[config.mk]
export PLATFORM = sky130hd
export DESIGN_NAME = video_stream_packet_classifier_unit
export DESIGN_NICKNAME = d
export VERILOG_FILES = /design/src/sv/vspc_pkg.sv /design/src/sv/vspc_front.sv /design/src/sv/vspc_queue.sv /design/src/sv/vspc_back.sv /design/src/sv/video_stream_packet_classifier_unit.sv
export VERILOG_INCLUDE_DIRS = /design/src /design/src/sv
export SDC_FILE = /design/constraint.sdc
export NUM_CORES = 1
export LEC_CHECK = 0
export BUFFER_PORTS_ARGS = -buffer_cell sky130_fd_sc_hd__buf_2
export CAP_MARGIN = 10
export CORE_MARGIN = 2
export CORE_UTILIZATION = 50
export CTS_CLUSTER_DIAMETER = 100
export DETAILED_ROUTE_END_ITERATION = 8
export HOLD_SLACK_MARGIN = 0.05
export PLACE_DENSITY_LB_ADDON = 0.08
export SLEW_MARGIN = 20
export SYNTH_ARGS = -nofsm -noshare
export SYNTH_HDL_FRONTEND = slang
export SYNTH_HIERARCHICAL = 1
export SYNTH_SLANG_ARGS = --single-unit
[constraint.sdc]
create_clock -name aclk -period 4.85 [get_ports aclk]
set_input_delay 0.7275 -clock aclk [delete_from_list [all_inputs] [get_ports aclk]]
set_output_delay 0.7275 -clock aclk [all_outputs]
set_load 0.005 [all_outputs]
[src/sv/video_stream_packet_classifier_unit_assert.svh]
// Assertion macros shared by the packet classifier RTL.
// Each macro expands to a labeled concurrent assertion, or to nothing
// when NO_ASSERTIONS is defined.
`ifndef VIDEO_STREAM_PACKET_CLASSIFIER_UNIT_ASSERT_SVH
`define VIDEO_STREAM_PACKET_CLASSIFIER_UNIT_ASSERT_SVH

`ifndef NO_ASSERTIONS
// The property must hold at every clock edge outside of reset.
`define VSPC_ASSERT(label, clk, rst_n, prop, msg) \
    label: assert property (@(posedge clk) disable iff (!rst_n) prop) else $error(msg);
// The expression must never be true outside of reset.
`define VSPC_ASSERT_NEVER(label, clk, rst_n, expr, msg) \
    label: assert property (@(posedge clk) disable iff (!rst_n) !(expr)) else $error(msg);
`else
`define VSPC_ASSERT(label, clk, rst_n, prop, msg)
`define VSPC_ASSERT_NEVER(label, clk, rst_n, expr, msg)
`endif

`endif

[src/sv/vspc_pkg.sv]
// Package for the packet classifier: codes, match constants and the record
// passed from the byte scanner to the verdict stage. No dependencies.
`default_nettype none

package vspc_pkg;

    localparam int HDR_DEPTH   = 15;
    localparam int HDR_IDX_W   = $clog2(HDR_DEPTH);
    localparam int PREFIX_LEN  = 11;
    localparam int PATH_LEN    = 7;
    localparam int QDEPTH      = 2;
    localparam int QPTR_W      = $clog2(QDEPTH);
    localparam int QCNT_W      = $clog2(QDEPTH + 1);

    localparam logic [15:0] TAIL_FIRST    = 16'd52;
    localparam logic [15:0] TAIL_LAST     = 16'd55;
    localparam logic [15:0] TCP_MIN_LEN   = 16'd60;
    localparam logic [15:0] ECHO_MIN_LEN  = 16'd14;
    localparam logic [15:0] UDP_MIN_LEN   = 16'd16;
    localparam logic [15:0] POS_MAX       = 16'hFFFF;
    localparam logic [7:0]  MARKER_BYTE   = 8'h1a;
    localparam logic [7:0]  ECHO_TAG      = 8'h01;
    localparam logic [7:0]  UDP_TAG       = 8'h43;
    localparam logic [7:0]  UDP_FLAG      = 8'h80;
    localparam logic [7:0]  UDP_HDR_LEN   = 8'h14;
    localparam logic [2:0]  UDP_HIT_STAGE = 3'd5;

    typedef enum logic [1:0] {
        TRANSPORT_OTHER = 2'd0,
        TRANSPORT_TCP   = 2'd1,
        TRANSPORT_UDP   = 2'd2
    } transport_t;

    typedef enum logic [1:0] {
        VERDICT_UNDECIDED = 2'd0,
        VERDICT_DETECTED  = 2'd1,
        VERDICT_EXCLUDED  = 2'd2
    } verdict_t;

    // One finished packet on its way to the verdict stage.
    typedef struct packed {
        logic [1:0] verdict;     // final verdict unless udp_count is set
        logic       udp_count;   // qualifying UDP packet, verdict set by stage
        logic       stage_clear; // a new flow began in this packet
    } rec_t;

    typedef logic [HDR_DEPTH-1:0][7:0] hdr_t;

    function automatic logic [7:0] prefix_byte(input logic [3:0] idx);
        logic [7:0] val;
        case (idx)
            4'd0:    val = 8'h50;
            4'd1:    val = 8'h53;
            4'd2:    val = 8'h50;
            4'd3:    val = 8'h72;
            4'd4:    val = 8'h6f;
            4'd5:    val = 8'h74;
            4'd6:    val = 8'h6f;
            4'd7:    val = 8'h63;
            4'd8:    val = 8'h6f;
            4'd9:    val = 8'h6c;
            default: val = 8'h00;
        endcase
        return val;
    endfunction

    function automatic logic [7:0] path_byte(input logic [2:0] idx);
        logic [7:0] val;
        case (idx)
            3'd0:    val = 8'h2f;
            3'd1:    val = 8'h76;
            3'd2:    val = 8'h69;
            3'd3:    val = 8'h64;
            3'd4:    val = 8'h65;
            3'd5:    val = 8'h6f;
            default: val = 8'h73;
        endcase
        return val;
    endfunction

endpackage

`default_nettype wire

[src/sv/vspc_front.sv]
// Byte scanner: tracks per-packet match state and, on the last byte of a
// packet, pushes a classification record. Depends on vspc_pkg.
`default_nettype none

module vspc_front
    import vspc_pkg::*;
(
    input  wire logic        aclk,
    input  wire logic        aresetn,
    input  wire logic        s_valid,
    output logic             s_ready,
    input  wire logic [1:0]  s_transport,
    input  wire logic [15:0] s_packet_length,
    input  wire logic [7:0]  s_payload_byte,
    input  wire logic        s_last_byte,
    input  wire logic        s_flow_start,
    output logic             push_valid,
    input  wire logic        push_ready,
    output rec_t             push_data
);

    logic [15:0] pos_reg, pos_next;
    hdr_t        hdr_reg, hdr_next;
    logic        prefix_reg, prefix_next;
    logic        tail_reg, tail_next;
    logic [7:0]  prev_reg, prev_next;
    logic        marker_reg, marker_next;
    logic [2:0]  prog_reg, prog_next;
    logic        pmatch_reg, pmatch_next;
    logic        clear_reg, clear_next;

    logic        s_fire;
    logic        in_range;
    logic        tcp_det, udp_qual, udp_pattern;
    logic [15:0] len;
    logic [15:0] word0;
    logic [8:0]  a_ext, b_ext;

    assign s_ready    = push_ready;
    assign s_fire     = s_valid && s_ready;
    assign push_valid = s_valid && s_last_byte;
    assign len        = s_packet_length;

    always_comb begin
        in_range    = pos_reg < len;
        hdr_next    = hdr_reg;
        prefix_next = prefix_reg;
        tail_next   = tail_reg;
        prev_next   = prev_reg;
        marker_next = marker_reg;
        prog_next   = prog_reg;
        pmatch_next = pmatch_reg;
        pos_next    = (pos_reg == POS_MAX) ? pos_reg : pos_reg + 16'd1;
        clear_next  = clear_reg || s_flow_start;

        if (in_range) begin
            if (pos_reg < 16'(HDR_DEPTH)) begin
                hdr_next[pos_reg[HDR_IDX_W-1:0]] = s_payload_byte;
            end
            if (pos_reg < 16'(PREFIX_LEN) && s_payload_byte != prefix_byte(pos_reg[3:0])) begin
                prefix_next = 1'b0;
            end
            if (pos_reg >= TAIL_FIRST && pos_reg <= TAIL_LAST && s_payload_byte != 8'd0) begin
                tail_next = 1'b0;
            end
            // A 0x1a 0x00 pair restarts the path compare after it.
            if (pos_reg != 16'd0 && prev_reg == MARKER_BYTE && s_payload_byte == 8'd0) begin
                marker_next = 1'b1;
                prog_next   = 3'd0;
                pmatch_next = 1'b1;
            end else if (marker_reg && prog_reg < 3'(PATH_LEN)) begin
                if (s_payload_byte != path_byte(prog_reg)) begin
                    pmatch_next = 1'b0;
                end
                prog_next = prog_reg + 3'd1;
            end
            prev_next = s_payload_byte;
        end
    end

    always_comb begin
        word0 = {hdr_next[1], hdr_next[0]};
        a_ext = {1'b0, hdr_next[12]};
        b_ext = {1'b0, hdr_next[13]};

        tcp_det = (len >= TCP_MIN_LEN && prefix_next && tail_next)
               || (len == {8'd0, hdr_next[0]} && hdr_next[4] == ECHO_TAG
                   && len > ECHO_MIN_LEN && marker_next && pmatch_next
                   && prog_next == 3'(PATH_LEN));

        udp_qual = len > 16'd2 && hdr_next[2] == UDP_TAG
                && ((len >= 16'd4 && len - 16'd4 == word0) || len == word0
                    || (len >= 16'd6 && len - 16'd6 == word0));

        udp_pattern = len >= UDP_MIN_LEN && hdr_next[1] == UDP_FLAG
                   && hdr_next[3] == hdr_next[4]
                   && (a_ext == b_ext + 9'd1 || a_ext + 9'd1 == b_ext || a_ext == b_ext)
                   && hdr_next[13] == hdr_next[14]
                   && (len == {8'd0, hdr_next[0]} || hdr_next[0] == UDP_HDR_LEN);

        push_data.stage_clear = clear_next;
        push_data.udp_count   = 1'b0;
        push_data.verdict     = VERDICT_EXCLUDED;
        case (s_transport)
            TRANSPORT_TCP: begin
                push_data.verdict = tcp_det ? VERDICT_DETECTED : VERDICT_EXCLUDED;
            end
            TRANSPORT_UDP: begin
                push_data.udp_count = udp_qual;
                push_data.verdict   = (!udp_qual && udp_pattern) ? VERDICT_DETECTED
                                                                 : VERDICT_EXCLUDED;
            end
            default: begin
                push_data.verdict = VERDICT_EXCLUDED;
            end
        endcase
    end

    always_ff @(posedge aclk) begin
        if (!aresetn) begin
            pos_reg    <= 16'd0;
            prefix_reg <= 1'b1;
            tail_reg   <= 1'b1;
            prev_reg   <= 8'd0;
            marker_reg <= 1'b0;
            prog_reg   <= 3'd0;
            pmatch_reg <= 1'b0;
            clear_reg  <= 1'b0;
        end else if (s_fire) begin
            if (s_last_byte) begin
                pos_reg    <= 16'd0;
                prefix_reg <= 1'b1;
                tail_reg   <= 1'b1;
                prev_reg   <= 8'd0;
                marker_reg <= 1'b0;
                prog_reg   <= 3'd0;
                pmatch_reg <= 1'b0;
                clear_reg  <= 1'b0;
            end else begin
                pos_reg    <= pos_next;
                prefix_reg <= prefix_next;
                tail_reg   <= tail_next;
                prev_reg   <= prev_next;
                marker_reg <= marker_next;
                prog_reg   <= prog_next;
                pmatch_reg <= pmatch_next;
                clear_reg  <= clear_next;
            end
        end
    end

    // Header bytes persist across packets and need no reset.
    always_ff @(posedge aclk) begin
        if (s_fire) begin
            hdr_reg <= hdr_next;
        end
    end

`include "video_stream_packet_classifier_unit_assert.svh"

    `VSPC_ASSERT(a_pos_restarts, aclk, aresetn, (s_fire && s_last_byte) |=> (pos_reg == 16'd0 && !clear_reg), "packet state not cleared after last byte")

endmodule

`default_nettype wire

[src/sv/vspc_queue.sv]
// Short record queue between the byte scanner and the verdict stage.
// Depends on vspc_pkg.
`default_nettype none

module vspc_queue
    import vspc_pkg::*;
(
    input  wire logic aclk,
    input  wire logic aresetn,
    input  wire logic push_valid,
    output logic      push_ready,
    input  wire rec_t push_data,
    output logic      pop_valid,
    input  wire logic pop_ready,
    output rec_t      pop_data
);

    rec_t              mem_reg [QDEPTH];
    logic [QPTR_W-1:0] wr_ptr_reg, rd_ptr_reg;
    logic [QCNT_W-1:0] count_reg, count_next;
    logic              push_fire, pop_fire;

    assign push_ready = count_reg != QCNT_W'(QDEPTH);
    assign pop_valid  = count_reg != '0;
    assign push_fire  = push_valid && push_ready;
    assign pop_fire   = pop_valid && pop_ready;
    assign pop_data   = mem_reg[rd_ptr_reg];

    always_comb begin
        count_next = count_reg;
        if (push_fire && !pop_fire) begin
            count_next = count_reg + QCNT_W'(1);
        end else if (pop_fire && !push_fire) begin
            count_next = count_reg - QCNT_W'(1);
        end
    end

    always_ff @(posedge aclk) begin
        if (!aresetn) begin
            wr_ptr_reg <= '0;
            rd_ptr_reg <= '0;
            count_reg  <= '0;
        end else begin
            count_reg <= count_next;
            if (push_fire) begin
                wr_ptr_reg <= (wr_ptr_reg == QPTR_W'(QDEPTH - 1)) ? '0 : wr_ptr_reg + QPTR_W'(1);
            end
            if (pop_fire) begin
                rd_ptr_reg <= (rd_ptr_reg == QPTR_W'(QDEPTH - 1)) ? '0 : rd_ptr_reg + QPTR_W'(1);
            end
        end
    end

    always_ff @(posedge aclk) begin
        if (push_fire) begin
            mem_reg[wr_ptr_reg] <= push_data;
        end
    end

`include "video_stream_packet_classifier_unit_assert.svh"

    `VSPC_ASSERT_NEVER(a_count_bound, aclk, aresetn, count_reg > QCNT_W'(QDEPTH), "queue count beyond depth")
    `VSPC_ASSERT(a_push_visible, aclk, aresetn, (push_fire && count_reg == '0) |=> pop_valid, "pushed record not visible")

endmodule

`default_nettype wire

[src/sv/vspc_back.sv]
// Verdict stage: keeps the per-flow UDP stage counter and holds the
// result register toward the output channel. Depends on vspc_pkg.
`default_nettype none

module vspc_back
    import vspc_pkg::*;
(
    input  wire logic        aclk,
    input  wire logic        aresetn,
    input  wire logic        pop_valid,
    output logic             pop_ready,
    input  wire rec_t        pop_data,
    output logic             m_valid,
    input  wire logic        m_ready,
    output logic [1:0]       m_verdict
);

    logic [2:0] stage_reg, stage_next;
    logic [2:0] stage_base;
    logic       valid_reg;
    logic [1:0] verdict_reg, verdict_next;
    logic       pop_fire;

    assign pop_ready = !valid_reg || m_ready;
    assign pop_fire  = pop_valid && pop_ready;
    assign m_valid   = valid_reg;
    assign m_verdict = verdict_reg;

    always_comb begin
        stage_base   = pop_data.stage_clear ? 3'd0 : stage_reg;
        stage_next   = stage_base;
        verdict_next = pop_data.verdict;
        if (pop_data.udp_count) begin
            stage_next   = stage_base + 3'd1;
            verdict_next = (stage_next == UDP_HIT_STAGE) ? VERDICT_DETECTED
                                                         : VERDICT_UNDECIDED;
        end
    end

    always_ff @(posedge aclk) begin
        if (!aresetn) begin
            stage_reg <= 3'd0;
            valid_reg <= 1'b0;
        end else begin
            if (pop_fire) begin
                stage_reg <= stage_next;
                valid_reg <= 1'b1;
            end else if (m_ready) begin
                valid_reg <= 1'b0;
            end
        end
    end

    always_ff @(posedge aclk) begin
        if (pop_fire) begin
            verdict_reg <= verdict_next;
        end
    end

`include "video_stream_packet_classifier_unit_assert.svh"

    `VSPC_ASSERT(a_stage_holds, aclk, aresetn, (valid_reg && !m_ready) |=> $stable(stage_reg), "stage counter moved while output stalled")

endmodule

`default_nettype wire

[src/sv/video_stream_packet_classifier_unit.sv]
// Streaming-video packet classifier, top level.
// Input channel (s_*): one payload byte per transaction with the packet's
// transport, length, a last mark and a flow-start mark. An empty packet is
// one transaction with s_last_byte set and its byte ignored.
// Output channel (m_*): one verdict transaction per packet, after the
// transaction that carries s_last_byte: 0 undecided, 1 detected, 2 excluded.
// Throughput: one input transaction per cycle while s_ready is high; the
// scanner updates its running match state once per accepted byte.
// After the last byte is accepted, the packet's record passes through the
// two-entry record queue into the output register, which holds its verdict.
// When the receiver stalls, the output register holds its verdict and the
// queue absorbs up to two more finished packets; s_ready drops only when
// the queue is full.
// Reset (aresetn, synchronous, active low) clears the packet state, the UDP
// stage counter, the queue and the output. Stored header bytes are not
// cleared; each packet must deliver the header bytes its verdict reads.
// Depends on vspc_pkg, vspc_front, vspc_queue and vspc_back.
`default_nettype none

module video_stream_packet_classifier_unit
    import vspc_pkg::*;
(
    input  wire logic        aclk,
    input  wire logic        aresetn,
    input  wire logic        s_valid,
    output logic             s_ready,
    input  wire logic [1:0]  s_transport,
    input  wire logic [15:0] s_packet_length,
    input  wire logic [7:0]  s_payload_byte,
    input  wire logic        s_last_byte,
    input  wire logic        s_flow_start,
    output logic             m_valid,
    input  wire logic        m_ready,
    output logic [1:0]       m_verdict
);

    logic push_valid, push_ready;
    rec_t push_data;
    logic pop_valid, pop_ready;
    rec_t pop_data;

    vspc_front u_front (
        .aclk            (aclk),
        .aresetn         (aresetn),
        .s_valid         (s_valid),
        .s_ready         (s_ready),
        .s_transport     (s_transport),
        .s_packet_length (s_packet_length),
        .s_payload_byte  (s_payload_byte),
        .s_last_byte     (s_last_byte),
        .s_flow_start    (s_flow_start),
        .push_valid      (push_valid),
        .push_ready      (push_ready),
        .push_data       (push_data)
    );

    vspc_queue u_queue (
        .aclk       (aclk),
        .aresetn    (aresetn),
        .push_valid (push_valid),
        .push_ready (push_ready),
        .push_data  (push_data),
        .pop_valid  (pop_valid),
        .pop_ready  (pop_ready),
        .pop_data   (pop_data)
    );

    vspc_back u_back (
        .aclk      (aclk),
        .aresetn   (aresetn),
        .pop_valid (pop_valid),
        .pop_ready (pop_ready),
        .pop_data  (pop_data),
        .m_valid   (m_valid),
        .m_ready   (m_ready),
        .m_verdict (m_verdict)
    );

endmodule

`default_nettype wire
==> results of run 1 <==
## through the flow
stage	hold WS (ns)	utilization [%]	power, mW	area [sq um]	cells
2_1_floorplan	0.447	-	2.31	10700	1257
3_3_place_gp	0.453	54.8	2.65	11500	1567
6_report	0.468	57.6	3.95	12100	1599
3_5_place_dp	0.461	54.8	2.67	11500	1567
5_1_grt	0.511	57.6	4.14	12100	1599
4_1_cts	0.470	57.6	3.95	12100	1599
## cell families after synthesis
group | share of synthesized area [%]
AND/OR/NAND/NOR | 25.6
AO/OA/AOI/OAI | 18.1
buffers and inverters | 5.67
flip-flops | 29.7
XOR/XNOR | 9.14
multiplexers | 7.53
adder cells (fa/ha/maj) | 4.32
## final cells by class
| cell class | count | area (sq um) | share of cell area, % |
|---|---|---|---|
| Clock inverter | 14 | 146 | 1.21 |
| Timing Repair Buffer | 117 | 791 | 6.53 |
| Inverter | 69 | 259 | 2.14 |
| Multi-Input combinational cell | 984 | 6940 | 57.3 |
| Clock buffer | 18 | 439 | 3.63 |
| Sequential cell | 122 | 3180 | 26.3 |
| Tap cell | 275 | 344 | 2.84 |
## per-layer routing
metal,GRT usage (%),vias to the layer above,part of all wire (%)
li1,-,4784,-
met1,44.3,4821,43
met2,49.8,520,45
met3,5.33,96,8.4
met4,13.3,2,3.5
met5,0,-,0.031
## cell usage in the layout (no fill, tap or decap), drive strengths merged, types with 7 or more instances in the layout
cell type,instances
or3,20
nor2,82
mux2,40
nor2b,27
nand2b,23
a2111oi,8
or4,11
buf,117
and2,12
ha,37
nor4,32
nand3,44
clkbuf,18
o2111ai,7
o22ai,19
clkinv,11
inv,68
nand2,100
o211ai,9
dfxtp,48
a31oi,13
o21ai,65
xnor2,75
nand4,40
o31ai,12
a21oi,49
and3,16
mux2i,33
a22oi,19
xor2,37
a32oi,7
edfxtp,74
a211oi,9
nor3,47
## worst register-to-register path: stages (launching register included)
cell	delay (ns)
dfxtp_1	0.56
ha_1	0.35
a211oi_2	0.32
nor2_2	0.09
buf_4	0.17
nor3_1	0.27
nand4_2	0.25
buf_4	0.23
nor2_1	0.38
a32oi_1	0.17
a211o_1	0.33
nor4_1	0.49
a41oi_1	0.35
a221o_1	0.45
## worst max path at each step
stage,cells past startpoint,start,slack (ns),end
after global routing,13,u_front/pos_reg[13],0.08,u_queue/mem_reg[0][3]
after floorplan,18,s_packet_length[4],0.04,u_queue/mem_reg[0][3]
after global placement,12,s_packet_length[13],-0.17,u_queue/mem_reg[0][3]
after detailed placement,12,s_packet_length[13],-0.18,u_queue/mem_reg[0][3]
final,13,u_front/pos_reg[13],0.17,u_queue/mem_reg[0][3]
after CTS,10,u_front/pos_reg[13],0.08,u_queue/mem_reg[1][3]
## power groups by stage
stage / Combinational, mW / Sequential, mW / Clock [mW]
2_1_floorplan: 0.896 / 1.42 / 0
3_3_place_gp: 1.18 / 1.47 / 0
3_5_place_dp: 1.19 / 1.47 / 0
4_1_cts: 1.20 / 1.45 / 1.30
5_1_grt: 1.32 / 1.47 / 1.34
6_report: 1.22 / 1.46 / 1.27
==> metrics.md, run 1 <==
| Metric | Value |
|---|---|
| Run status | `finished clean` |
| Post-CTS Setup Bufs | `0` |
| Leak | `4.67 nW` |
| Hold path depth | `2` |
| Post-synth ARST share | `0%` |
| # hold bufs at CTS | `0` |
| Slew HR | `30.4%` |
| Chip Height | `150 um` |
| Initial antenna violation count | `4` |
| Clock Power Share | `32.3%` |
| Critical path fanouts, max | `7` |
| Global-route wire length before repair | `55000 um` |
| PwrDens | `326 nW/um^2` |
| Chip width | `150 um` |
| Ranking of synthesized cells by instance count | `nand2_1 (100), nor2_1 (81), xnor2_1 (75)` |
| Synthesized area per cell | `8.53 sq um` |
| Post-Synthesis Net Count | `1326` |
| Sw frac | `34.3%` |
| Core area | `21000 sq um` |
| Post-synthesis sequential area ratio | `29.7%` |
| # fillers | `1962` |
| Hold Crit Class | `reg -> reg` |
| YS warnings | `6` |
| Final period utilization | `96.5%` |
| Largest area contributor in the netlist | `edfxtp_1` |
| ANT cells | `0` |
| # rows | `53` |
| Final hold vios | `0` |
| Largest register FFs | `64` |
| Largest net degree at the start of global routing | `46` |
| Worst Path Class, Setup | `reg -> reg` |
| Slowest cell on the critical path | `dfxtp_1` |
| Slew Viols, Final | `0` |
| Gpl congestion | `0.985` |
| Setup_tns | `0 ns` |
| Post-DP HPWL | `26800 um` |
| Avg WL per Cell | `22.6 um` |
| Total track usage | `32.1%` |
| Worst Skew | `0.00859 ns` |
| # resized after CTS | `0` |
| H-tree Lvls | `4` |
| Most common cell in the netlist | `nand2_1` |
| Root Driver | `clkbuf_16` |
| EDFF count, synth | `74` |
| Unrepaired setup endpoints after global routing | `false` |
| PnR worst setup slack | `0.170 ns` |
| Die area | `22600 sq um` |
| 1st-iter DRT viols | `1003` |
| Max cap viols | `0` |
| Crit path max-delay family | `compound AO/OA/AOI/OAI gates` |
| Hold Crit Endpoint | `u_back/stage_reg[1]` |
| CTS Sinks | `122` |
| Net Sw Power | `1.36 mW` |
| Port Buffers | `35` |
| Post-route ant nets | `0` |
| Reg2reg end | `u_queue/mem_reg[0][3]` |
| CP dominant cell by count | `buf_4` |
| CP bufs+invs | `2` |
| Worst Path Arrival | `4.84 ns` |
| Fmax | `0.214 GHz` |
| #FFs+latches synth | `122` |
| Hold Path Origin | `u_back/stage_reg[1]` |
| I/O pins | `36` |
| Post-Syn Instances | `1257` |
| Req. time, crit path | `5.01 ns` |
| Number of remaining DRC errors | `0` |
| Total global routing overflow | `0` |
| Logic pwr share | `30.9%` |
| Period minus WS final | `4.68 ns` |
| Post-synthesis cell type count | `97` |
| Setup crit start kind | `flop` |
| Final setup viols | `0` |
| Worst setup EP type | `flop` |
| DR vias/cell | `6.39` |
| Slew of the pin with the lowest slew margin | `1.04 ns` |
| CTS Buffer Depth | `2` |
| CTS tree | `built` |
| Vias in the first global route | `9567` |
| FF-to-FF setup slack | `0.17 ns` |
| CP cell instances | `ha_1, a211oi_2, nor2_2, buf_4, nor3_1, nand4_2, buf_4, nor2_1, a32oi_1, a211o_1, nor4_1, a41oi_1, a221o_1` |
| CTS Buf Count | `17` |
| Peak VDD IR | `0.238 mV` |
| Synthesized area | `10700 sq um` |
| Nets | `1380` |
| Internal power | `2.59 mW` |
| Via count | `10200` |
| Yosys top cell area share | `20.7%` |
| Initial Util | `51.0%` |
| Area contributors post-synth | `edfxtp_1 (21%), dfxtp_1 (9.0%), xnor2_1 (6.1%)` |
| Ys flop type | `edfxtp_1` |
| CTS clock-pin slew for the worst setup and hold paths | `0.06 ns` |
| First-pass DRT Iterations | `7` |
| Worst-skew pair later-pin latency | `0.42 ns` |
| Share of layout cells above drive strength 1 | `18.1%` |
| Max incr delay on CP | `0.56 ns` |
| R2R cell count | `13` |
| Final WL | `36100 um` |
| Reg2Reg Launch Point | `u_front/pos_reg[13]` |
| Sequential power share | `36.9%` |
| Area growth syn-to-layout | `12.8%` |
| Place WS | `-0.177 ns` |
Power figures use the tool's default switching activity.
==> run 2: changes to the inputs <==
CORE_UTILIZATION = 54   (was 50)
SLEW_MARGIN = 5   (was 20)
==> run 2 against run 1 <==
  * Sequential share of layout area about the same
  * First-iteration DRC count increased by 12%
  * Critical path depth increased by 3
  * Fmax increased by 5.2%
  * Clock-buffer cell count unchanged
  * Clock skew increased by 0.0018 ns
  * Power decreased by 0.27%
  * Sequential power about the same
  * Design area about the same
  * Clock power about the same
  * Largest cell class unchanged
==> metrics.md, run 2 (same netlist as run 1, synthesis figures left out) <==
| Metric | Value |
|---|---|
| Run status | `finished clean` |
| Area occupied by multi-input gates | `6940 sq um` |
| Dpl cell area | `11500 sq um` |
| CTS tree | `built` |
| # resized after CTS | `0` |
| Gpl congestion | `0.986` |
| Met2 WL post-DR | `16900 um` |
| Final period utilization | `91.7%` |
| Largest register FFs | `64` |
| Placed Instances | `1561` |
| Chip Height | `145 um` |
| Critical path fanouts, max | `7` |
| Die area | `21000 sq um` |
| Post-CTS Setup Bufs | `0` |
| CTS clock-pin slew for the worst setup and hold paths | `0.06 ns` |
| # rows | `51` |
| Max incr delay on CP | `0.45 ns` |
| Worst Skew | `0.0104 ns` |
| CP bufs+invs | `3` |
| Unrepaired setup endpoints after global routing | `false` |
| Initial antenna violation count | `1` |
| Post-DP HPWL | `27400 um` |
| Setup_tns | `0 ns` |
| Share of layout cells above drive strength 1 | `18.2%` |
| Metal-1 WL | `15300 um` |
| Crit path max-delay family | `compound AO/OA/AOI/OAI gates` |
| I/O pins | `36` |
| H-tree Lvls | `4` |
| Max Used Layer | `met4` |
| Area growth syn-to-layout | `12.8%` |
| Met3 WL | `3690 um` |
| Chip width | `145 um` |
| Final setup viols | `0` |
| Global-route wire length before repair | `57500 um` |
| Max cap viols | `0` |
| Vias in the first global route | `9878` |
| Hold Crit Class | `reg -> reg` |
| Leak | `4.67 nW` |
| Avg WL per Cell | `23.5 um` |
| Commonest non-fill, non-tap cell in the layout | `nand2_1` |
| Post-route insts no fill | `1594` |
| CTS Buffer Depth | `2` |
| Peak VDD IR | `0.248 mV` |
| Final Core Density | `62.2%` |
| Req. time, crit path | `5.01 ns` |
| Slew HR | `32.2%` |
| DR vias/cell | `6.61` |
| Register area | `3180 sq um` |
| Worst Path Arrival | `4.61 ns` |
| # hold bufs at CTS | `0` |
| Worst setup EP type | `flop` |
| Worst Path Class, Setup | `in -> reg` |
| Slew Viols, Final | `0` |
| 1st-iter DRT viols | `1122` |
| CP cell instances | `buf_2, inv_1, ha_1, nand4_1, or3_4, or3_1, buf_4, nand4_2, mux2_2, ha_1, xnor2_1, a2111oi_2, o211ai_1, o31ai_2, o211ai_1, a221o_1` |
| Initial Util | `55.1%` |
| Total track usage | `35.2%` |
| Period minus WS final | `4.45 ns` |
| Total global routing overflow | `0` |
| Via count | `10500` |
| Final hold vios | `0` |
| Setup crit start kind | `input pin` |
| CTS Buf Count | `17` |
| Worst-skew pair later-pin latency | `0.42 ns` |
| Number of remaining DRC errors | `0` |
| Final WL | `37500 um` |
| # fillers | `1735` |
| Largest net degree at the start of global routing | `63` |
| First-pass DRT Iterations | `6` |
| Design Area, Final | `12100 sq um` |
| Fmax | `0.225 GHz` |
| CTS Sinks | `122` |
| Post-route ant nets | `0` |
| Root Driver | `clkbuf_16` |
| Slew of the pin with the lowest slew margin | `1.01 ns` |
| PwrDens | `325 nW/um^2` |
| Leading cell types in the layout, fill and taps excluded | `nand2_1 (100), buf_4 (86), nor2_1 (81)` |
| Slowest cell on the critical path | `or3_1` |
| Nets | `1384` |
| Core area | `19500 sq um` |
| Port Buffers | `35` |
==> run 2: cell count changes in the layout (fill, tap and decap cells not counted), sizes merged <==
cell / change
buf: +4
clkinv: -4
inv: +3
clkinvlp: +2
bufinv: -1
diode: +1
==> run 2: worst paths after layout <==
check / startpoint / slack [ns] / to / cells after the start
worst max-delay path: s_packet_length[13] / 0.40 / u_queue/mem_reg[1][3] / 16
worst min-delay path: u_back/stage_reg[1] / 0.49 / u_back/stage_reg[1] / 2
worst max register to register: u_front/pos_reg[13] / 0.41 / u_queue/mem_reg[1][3] / 15
worst min register to register: u_back/stage_reg[1] / 0.49 / u_back/stage_reg[1] / 2
==> run 2: worst reg2reg max path, delay by kind of cell, from the launching register on <==
family	cells	cell delay [ns]
AO/OA/AOI/OAI	7	1.66
AND/OR/NAND/NOR	4	1.12
adder cells (fa/ha/maj)	2	0.65
flip-flops	1	0.52
XOR/XNOR	1	0.17
buffers and inverters	1	0.07
==> run 2: cell type report <==
| cell class | count | area share, % |
|---|---|---|
| Timing Repair Buffer | 121 | 6.78 |
| Antenna cell | 1 | 0.0207 |
| Tap cell | 265 | 2.74 |
| Multi-Input combinational cell | 984 | 57.3 |
| Clock buffer | 18 | 3.55 |
| Inverter | 69 | 2.14 |
| Sequential cell | 122 | 26.3 |
| Clock inverter | 14 | 1.14 |
==> run 2: metrics by stage <==
stage | total power, mW | setup slack [ns] | hold slack, ns
6_report | 3.94 | 0.402 | 0.486
2_1_floorplan | 2.31 | 0.0437 | 0.447
5_1_grt | 4.11 | 0.170 | 0.502
3_5_place_dp | 2.68 | 0.0118 | 0.478
3_3_place_gp | 2.67 | 0.0877 | 0.456
4_1_cts | 3.91 | 0.442 | 0.485
==> run 2: where the power goes <==
part / internal [mW] / total, mW / switching [mW]
registers: 1.31 / 1.46 / 0.156
clock network: 0.715 / 1.24 / 0.524
logic: 0.516 / 1.23 / 0.718
total: 2.54 / 3.94 / 1.40
==> run 2: metal layers <==
| metal | vias to the layer above | GRT usage (%) |
|---|---|---|
| met5 | - | 0 |
| met2 | 597 | 55.7 |
| met1 | 5049 | 46.9 |
| met4 | 0 | 16.2 |
| met3 | 100 | 6.07 |
| li1 | 4795 | - |
